`config.mk`:
```
export PLATFORM = sky130hd
export DESIGN_NAME = epoch_seconds_to_calendar
export DESIGN_NICKNAME = d
export VERILOG_FILES = /design/src/rtl/es2cal_pkg.sv /design/src/rtl/epoch_seconds_to_calendar.sv
export SDC_FILE = /design/constraint.sdc
export NUM_CORES = 2
export LEC_CHECK = 0
export BUFFER_PORTS_ARGS = -buffer_cell sky130_fd_sc_hd__buf_2
export CORE_MARGIN = 2
export CORE_UTILIZATION = 50
export DETAILED_ROUTE_END_ITERATION = 16
export HOLD_SLACK_MARGIN = 0.05
export PLACE_DENSITY = 0.69
export SLEW_MARGIN = 20
export SYNTH_ARGS = -nofsm -noshare
export SYNTH_HDL_FRONTEND = slang
export SYNTH_SLANG_ARGS = --single-unit
```
`constraint.sdc`:
```
create_clock -name clk_i -period 14.8 [get_ports clk_i]
set_clock_uncertainty 0.2 [all_clocks]
set_input_delay 2.96 -clock clk_i [delete_from_list [all_inputs] [get_ports clk_i]]
set_output_delay 2.96 -clock clk_i [all_outputs]
set_load 0.005 [all_outputs]
```
`src/rtl/es2cal_pkg.sv`:
```
`timescale 1ns / 1ps
// ----------------------------------------------------------------------------
// es2cal_pkg: constants for the epoch seconds to calendar converter
// Zone offset, divisor constants with their scaled reciprocals, year layout
// of the four-year cycle and the month start table.
// ----------------------------------------------------------------------------
package es2cal_pkg;

  // field widths
  localparam int unsigned EpochW  = 31;
  localparam int unsigned YearW   = 11;
  localparam int unsigned MonthW  = 4;
  localparam int unsigned DayW    = 5;
  localparam int unsigned HourW   = 5;
  localparam int unsigned MinuteW = 6;
  localparam int unsigned SecondW = 6;

  // fixed zone offset, eight hours
  localparam logic [31:0] ZONE_OFFSET = 32'd28800;

  // seconds per day = 128 * 675; divide by 675 with a 2^32 reciprocal
  localparam logic [9:0]  DAY_ODD     = 10'd675;
  localparam logic [22:0] DAY_RECIP   = 23'd6362914;

  // days per four-year cycle, 2^26 reciprocal
  localparam logic [10:0] CYCLE_DAYS  = 11'd1461;
  localparam logic [15:0] CYCLE_RECIP = 16'd45933;

  // seconds per hour, 2^29 reciprocal
  localparam logic [11:0] HOUR_SECS   = 12'd3600;
  localparam logic [17:0] HOUR_RECIP  = 18'd149130;

  // seconds per minute, 2^18 reciprocal
  localparam logic [5:0]  MIN_SECS    = 6'd60;
  localparam logic [12:0] MIN_RECIP   = 13'd4369;

  // year starts within the cycle; the third year is the leap year
  localparam logic [10:0] YEAR1_START = 11'd365;
  localparam logic [10:0] YEAR2_START = 11'd730;
  localparam logic [10:0] YEAR3_START = 11'd1096;
  localparam logic [10:0] BASE_YEAR   = 11'd1970;

  // first day of each month in a common year
  localparam logic [8:0] MONTH_START [12] = '{
    9'd0, 9'd31, 9'd59, 9'd90, 9'd120, 9'd151,
    9'd181, 9'd212, 9'd243, 9'd273, 9'd304, 9'd334
  };

  // month start with the leap day added after february
  function automatic logic [8:0] month_start(logic [3:0] idx, logic leap);
    logic [8:0] base;
    base = MONTH_START[idx];
    if (leap && idx >= 4'd2) begin
      base = base + 9'd1;
    end
    return base;
  endfunction

endpackage

```
`src/rtl/epoch_seconds_to_calendar.sv`:
```
`timescale 1ns / 1ps
// ----------------------------------------------------------------------------
// epoch_seconds_to_calendar: unix seconds to local calendar date and time
// Ten-stage pipeline: zone offset, day split, cycle/year/month split and
// hour/minute/second split, each division done by reciprocal multiply with
// a one-step correction.
// ----------------------------------------------------------------------------
// Usage:
//   Input channel valid_i / epoch_seconds_i / stall_o carries one word of
//   seconds since 1970-01-01 00:00:00 UTC. Output channel valid_o / year_o /
//   month_o / day_o / hour_o / minute_o / second_o / stall_i carries the
//   date and time at UTC plus eight hours.
//   One word can be taken every cycle unless a result waits on a stalled
//   receiver; throughput is then one word per cycle through the ten
//   register stages.
//   Reset clears all stage valid bits; the pipeline comes up empty.
//   When the receiver stalls with a result waiting, the whole pipeline
//   holds and stall_o rises in the same cycle, so no word is dropped or
//   repeated; it moves again the cycle stall_i falls.
// ----------------------------------------------------------------------------
module epoch_seconds_to_calendar
  import es2cal_pkg::*;
(
  input  logic               clk_i,
  input  logic               rst_ni,
  input  logic               valid_i,
  output logic               stall_o,
  input  logic [EpochW-1:0]  epoch_seconds_i,
  output logic               valid_o,
  input  logic               stall_i,
  output logic [YearW-1:0]   year_o,
  output logic [MonthW-1:0]  month_o,
  output logic [DayW-1:0]    day_o,
  output logic [HourW-1:0]   hour_o,
  output logic [MinuteW-1:0] minute_o,
  output logic [SecondW-1:0] second_o
);

  localparam int unsigned Stages = 10;

  logic              en;
  logic [Stages-1:0] vld_q;

  // stage registers
  logic [31:0] s1_secs_q;
  logic [24:0] s2_q1_q;
  logic [6:0]  s2_lo_q;
  logic [14:0] s2_dest_q;
  logic [14:0] s3_dest_q;
  logic [10:0] s3_draw_q;
  logic [6:0]  s3_lo_q;
  logic [14:0] s4_days_q;
  logic [16:0] s4_tod_q;
  logic [14:0] s5_days_q;
  logic [16:0] s5_tod_q;
  logic [4:0]  s5_cest_q;
  logic [4:0]  s5_hest_q;
  logic [4:0]  s6_cest_q;
  logic [11:0] s6_craw_q;
  logic [4:0]  s6_hest_q;
  logic [12:0] s6_hraw_q;
  logic [4:0]  s7_cyc_q;
  logic [10:0] s7_doy_q;
  logic [4:0]  s7_hour_q;
  logic [11:0] s7_rem_q;
  logic [10:0] s8_year_q;
  logic [8:0]  s8_doy_q;
  logic        s8_leap_q;
  logic [4:0]  s8_hour_q;
  logic [11:0] s8_rem_q;
  logic [5:0]  s8_mest_q;
  logic [10:0] s9_year_q;
  logic [3:0]  s9_month_q;
  logic [4:0]  s9_day_q;
  logic [4:0]  s9_hour_q;
  logic [5:0]  s9_mest_q;
  logic [6:0]  s9_sraw_q;
  logic [10:0] s10_year_q;
  logic [3:0]  s10_month_q;
  logic [4:0]  s10_day_q;
  logic [4:0]  s10_hour_q;
  logic [5:0]  s10_min_q;
  logic [5:0]  s10_sec_q;

  // next values
  logic [31:0] s1_secs_d;
  logic [47:0] day_prod;
  logic [24:0] day_back;
  logic [24:0] s3_draw_full;
  logic [14:0] s4_days_d;
  logic [9:0]  s4_r_d;
  logic [30:0] cyc_prod;
  logic [34:0] hr_prod;
  logic [15:0] cyc_back;
  logic [15:0] craw_full;
  logic [16:0] hr_back;
  logic [16:0] hraw_full;
  logic [4:0]  s7_cyc_d;
  logic [10:0] s7_doy_d;
  logic [4:0]  s7_hour_d;
  logic [11:0] s7_rem_d;
  logic [10:0] s8_doy_full;
  logic [1:0]  s8_yoff_d;
  logic        s8_leap_d;
  logic [10:0] s8_year_d;
  logic [24:0] min_prod;
  logic [3:0]  m_idx;
  logic [8:0]  m_base;
  logic [8:0]  day_full;
  logic [11:0] min_back;
  logic [11:0] sraw_full;
  logic [5:0]  s10_min_d;
  logic [5:0]  s10_sec_d;

  // global advance: hold everything while a result waits on a stalled receiver
  assign en      = !(vld_q[Stages-1] && stall_i);
  assign stall_o = !en;

  // valid bits travel with the data
  always_ff @(posedge clk_i or negedge rst_ni) begin
    if (!rst_ni) begin
      vld_q <= '0;
    end else if (en) begin
      vld_q <= {vld_q[Stages-2:0], valid_i};
    end
  end

  // stage 1: add zone offset
  assign s1_secs_d = 32'(epoch_seconds_i) + ZONE_OFFSET;

  // stage 2: estimate days as (secs / 128) / 675
  assign day_prod = 48'(s1_secs_q[31:7]) * 48'(DAY_RECIP);

  // stage 3: remainder of the day estimate
  assign day_back     = 25'(s2_dest_q) * 25'(DAY_ODD);
  assign s3_draw_full = s2_q1_q - day_back;

  // stage 4: correct the day count, rebuild time of day
  always_comb begin
    if (s3_draw_q >= 11'(DAY_ODD)) begin
      s4_days_d = s3_dest_q + 15'd1;
      s4_r_d    = 10'(s3_draw_q - 11'(DAY_ODD));
    end else begin
      s4_days_d = s3_dest_q;
      s4_r_d    = s3_draw_q[9:0];
    end
  end

  // stage 5: estimate four-year cycles and hours
  assign cyc_prod = 31'(s4_days_q) * 31'(CYCLE_RECIP);
  assign hr_prod  = 35'(s4_tod_q) * 35'(HOUR_RECIP);

  // stage 6: remainders of both estimates
  assign cyc_back  = 16'(s5_cest_q) * 16'(CYCLE_DAYS);
  assign craw_full = 16'(s5_days_q) - cyc_back;
  assign hr_back   = 17'(s5_hest_q) * 17'(HOUR_SECS);
  assign hraw_full = s5_tod_q - hr_back;

  // stage 7: correct cycle and hour
  always_comb begin
    if (s6_craw_q >= 12'(CYCLE_DAYS)) begin
      s7_cyc_d = s6_cest_q + 5'd1;
      s7_doy_d = 11'(s6_craw_q - 12'(CYCLE_DAYS));
    end else begin
      s7_cyc_d = s6_cest_q;
      s7_doy_d = s6_craw_q[10:0];
    end
    if (s6_hraw_q >= 13'(HOUR_SECS)) begin
      s7_hour_d = s6_hest_q + 5'd1;
      s7_rem_d  = 12'(s6_hraw_q - 13'(HOUR_SECS));
    end else begin
      s7_hour_d = s6_hest_q;
      s7_rem_d  = s6_hraw_q[11:0];
    end
  end

  // stage 8: year within the cycle, minute estimate
  always_comb begin
    s8_leap_d = 1'b0;
    if (s7_doy_q >= YEAR3_START) begin
      s8_doy_full = s7_doy_q - YEAR3_START;
      s8_yoff_d   = 2'd3;
    end else if (s7_doy_q >= YEAR2_START) begin
      s8_doy_full = s7_doy_q - YEAR2_START;
      s8_yoff_d   = 2'd2;
      s8_leap_d   = 1'b1;
    end else if (s7_doy_q >= YEAR1_START) begin
      s8_doy_full = s7_doy_q - YEAR1_START;
      s8_yoff_d   = 2'd1;
    end else begin
      s8_doy_full = s7_doy_q;
      s8_yoff_d   = 2'd0;
    end
    s8_year_d = BASE_YEAR + 11'({s7_cyc_q, 2'b00}) + 11'(s8_yoff_d);
  end

  assign min_prod = 25'(s7_rem_q) * 25'(MIN_RECIP);

  // stage 9: month by parallel compares against month starts
  always_comb begin
    m_idx  = '0;
    m_base = '0;
    for (int k = 1; k < 12; k++) begin
      if (s8_doy_q >= month_start(4'(k), s8_leap_q)) begin
        m_idx  = 4'(k);
        m_base = month_start(4'(k), s8_leap_q);
      end
    end
    day_full = s8_doy_q - m_base + 9'd1;
  end

  assign min_back  = 12'(s8_mest_q) * 12'(MIN_SECS);
  assign sraw_full = s8_rem_q - min_back;

  // stage 10: correct minute and second
  always_comb begin
    if (s9_sraw_q >= 7'(MIN_SECS)) begin
      s10_min_d = s9_mest_q + 6'd1;
      s10_sec_d = 6'(s9_sraw_q - 7'(MIN_SECS));
    end else begin
      s10_min_d = s9_mest_q;
      s10_sec_d = s9_sraw_q[5:0];
    end
  end

  // payload registers
  always_ff @(posedge clk_i) begin
    if (en) begin
      s1_secs_q   <= s1_secs_d;
      s2_q1_q     <= s1_secs_q[31:7];
      s2_lo_q     <= s1_secs_q[6:0];
      s2_dest_q   <= day_prod[46:32];
      s3_dest_q   <= s2_dest_q;
      s3_draw_q   <= s3_draw_full[10:0];
      s3_lo_q     <= s2_lo_q;
      s4_days_q   <= s4_days_d;
      s4_tod_q    <= {s4_r_d, s3_lo_q};
      s5_days_q   <= s4_days_q;
      s5_tod_q    <= s4_tod_q;
      s5_cest_q   <= cyc_prod[30:26];
      s5_hest_q   <= hr_prod[33:29];
      s6_cest_q   <= s5_cest_q;
      s6_craw_q   <= craw_full[11:0];
      s6_hest_q   <= s5_hest_q;
      s6_hraw_q   <= hraw_full[12:0];
      s7_cyc_q    <= s7_cyc_d;
      s7_doy_q    <= s7_doy_d;
      s7_hour_q   <= s7_hour_d;
      s7_rem_q    <= s7_rem_d;
      s8_year_q   <= s8_year_d;
      s8_doy_q    <= s8_doy_full[8:0];
      s8_leap_q   <= s8_leap_d;
      s8_hour_q   <= s7_hour_q;
      s8_rem_q    <= s7_rem_q;
      s8_mest_q   <= min_prod[23:18];
      s9_year_q   <= s8_year_q;
      s9_month_q  <= m_idx + 4'd1;
      s9_day_q    <= day_full[4:0];
      s9_hour_q   <= s8_hour_q;
      s9_mest_q   <= s8_mest_q;
      s9_sraw_q   <= sraw_full[6:0];
      s10_year_q  <= s9_year_q;
      s10_month_q <= s9_month_q;
      s10_day_q   <= s9_day_q;
      s10_hour_q  <= s9_hour_q;
      s10_min_q   <= s10_min_d;
      s10_sec_q   <= s10_sec_d;
    end
  end

  // outputs
  assign valid_o  = vld_q[Stages-1];
  assign year_o   = s10_year_q;
  assign month_o  = s10_month_q;
  assign day_o    = s10_day_q;
  assign hour_o   = s10_hour_q;
  assign minute_o = s10_min_q;
  assign second_o = s10_sec_q;

endmodule

```
==> out/qor.csv <==
metric;value;unit
io_pins;74;
grt_max_degree;177;
grt_pass1_vias;21400;
grt_pass1_wl;101000;um
cts_tree;built;
gr-usage-all-layers;18.4;%
path_clk_slew;60;ps
syn-instance-count;2736;
synth_nets;3765;
viasPerCell;5.22;
ys_seq_area_share;32.2;%
synth_area_per_cell;12.0;um^2
ant_nets;0;
hold_class;flop to flop;
tightest_slew;1200;ps
synth_flop_cell;edfxtp_1;
final-seq-area;10600;um^2
hpwlAfterDp;47400;um
htree_levels;2;
syn2layout_area_growth;8.67;%
gr-total-overflow;0;
diodes;0;
drt_iter0_markers;742;
yosysWarnings;0;
period_share;46.9;%
crit_fanout;47;
wl_met3;1670;um
ys_top_cells_by_area;edfxtp_1 31%, ha_1 26%, fa_1 19%, inv_1 6.5%, xnor2_1 3.8%;
wl_met2;30900;um
worstSetupStartpointType;primary input;
dr.pass1.iters;5;
num_rows;93;
synth_area_leader_cell;edfxtp_1;
finalSetupTns;0;ps
dp.cells;3648;
vias;19400;
final_nets;3864;
synth_top_area_share;31.5;%
port_buffers;73;
required;11640;ps
drc;0;
setup_viol;0;
antenna_found_initial;0;
routedWlPerCell;15.8;um
r2r_slack;8240;ps
ctsRootBufferMaster;clkbuf_16;
core;64700;um^2
final_max_slew_viol_count;0;
criticalPathCategory;primary input to primary output;
synth_cell_types;71;
die_y;260;um
period_minus_slack;6940;ps
fillers;5405;
multi_input_comb_area;20100;um^2
cts_resized;0;
gp_congestion;0.880;
cts_setup_buffers;0;
worstPathArrival;3780;ps
cts_buffers;40;
hold_viol;0;
finalWirelength;58600;um
highest_layer;met4;
clock-sinks;354;
drv_cap;0;
clk-insertion-delay-late;570;ps
max_freq;144;MHz
post_cts_hold_buffer_count;0;
initial_core_util;50.8;%
rsz0062_at_grt;no;
status;finished clean;
synth.cell_area;32800;um^2
final_cells;3721;
crit_path_end_kind;primary output;
drive_gt1_share;5.93;%
async_reset_ff_share;2.82;%
dieWidth;260;um
wl_met1;24500;um
cts_buffer_depth;3;
synth-seq-cells;354;
fp.dieArea;67700;um^2
synth_enable_flop_cells;344;
slew_headroom;20.2;%
[cell type report]
type | count | area share, %
Clock buffer | 50 | 2.94
Clock inverter | 23 | 1.10
Inverter | 567 | 5.96
Multi-Input combinational cell | 1795 | 56.2
Sequential cell | 354 | 29.7
Tap cell | 855 | 3.00
Timing Repair Buffer | 77 | 1.14
[kinds of logic (layout without fill, tap and decap cells)]
| family | after synthesis | after routing | synth area share [%] |
|---|---|---|---|
| AO/OA/AOI/OAI | 287 | 287 | 5.77 |
| XOR/XNOR | 187 | 187 | 4.99 |
| adder cells (fa/ha/maj) | 994 | 994 | 45.1 |
| buffers and inverters | 587 | 717 | 6.73 |
| flip-flops | 354 | 354 | 32.2 |
| multiplexers | 15 | 15 | 0.507 |
| AND/OR/NAND/NOR | 312 | 312 | 4.65 |
[final timing paths]
path,from,to,cells past startpoint
max,stall_i,stall_o,4
max reg2reg,s1_secs_q[17]$_DFFE_PN_,s2_dest_q[12]$_DFFE_PN_,18
max in group asynchronous,rst_ni,vld_q[4]$_DFFE_PN0N_,1
min in group asynchronous,rst_ni,vld_q[3]$_DFFE_PN0N_,1
min reg2reg,s1_secs_q[3]$_DFFE_PN_,s2_lo_q[3]$_DFFE_PN_,0
min,s1_secs_q[3]$_DFFE_PN_,s2_lo_q[3]$_DFFE_PN_,0
[cell usage in the layout, fill, tap and decap left out, types with 8 or more instances in the layout]
cell | netlist | layout
clkbuf_16 | 0 | 40
nor2_1 | 60 | 60
nand3_1 | 46 | 46
bufinv_16 | 0 | 8
inv_1 | 567 | 567
and3_1 | 10 | 10
dfrtp_1 | 10 | 10
nor3_1 | 26 | 26
xor2_1 | 46 | 46
nand2b_1 | 18 | 18
edfxtp_1 | 344 | 344
a21oi_1 | 92 | 91
nand2_1 | 83 | 82
fa_1 | 317 | 317
buf_2 | 2 | 73
nand4_1 | 24 | 24
o21ai_0 | 50 | 50
mux2_2 | 13 | 13
xnor2_1 | 141 | 141
nor2b_1 | 15 | 15
o31ai_1 | 8 | 8
o21bai_1 | 12 | 12
clkbuf_1 | 15 | 9
a31oi_1 | 10 | 10
ha_1 | 677 | 677
a21o_1 | 34 | 34
[critical path: stages]
cell	delay, ps
buf_2	110
nand2_4	450
inv_1	80
buf_2	140
[through the flow]
| stage | hold WS, ps | instance area, um^2 | worst slack, ps | utilization, % |
|---|---|---|---|---|
| 6_report | 214 | 35700 | 7860 | 55.2 |
| 3_3_place_gp | 201 | 34200 | 7820 | 52.9 |
| 5_1_grt | 222 | 35700 | 7760 | 55.2 |
| 3_5_place_dp | 205 | 34200 | 7830 | 52.9 |
| 4_1_cts | 215 | 35700 | 7830 | 55.1 |
| 2_1_floorplan | 200 | 32800 | 3860 | - |
[Yosys cell counts (24+ instances only)]
master / n
a21o_1: 34
a21oi_1: 92
edfxtp_1: 344
fa_1: 317
ha_1: 677
inv_1: 567
nand2_1: 83
nand3_1: 46
nand4_1: 24
nor2_1: 60
nor3_1: 26
o21ai_0: 50
xnor2_1: 141
xor2_1: 46
[registers in the layout, summed over array words and instances (netlist names), 13 cells and up]
| name | cells |
|---|---|
| s1_secs_q | 32 |
| s2_dest_q | 15 |
| s3_dest_q | 15 |
| s4_days_q | 15 |
| s4_tod_q | 17 |
| s5_tod_q | 13 |
| s6_hraw_q | 13 |
[routing by layer]
metal  up-vias  GRT usage [%]
met5         -              0
met4         0           5.56
met3        99           2.32
met2       279           34.5
met1      9579           22.0
li1       9476              -
Power is left out: the tool's default activity adds up to more than one toggle a clock period on the data nets, which glitch-free logic cannot reach.
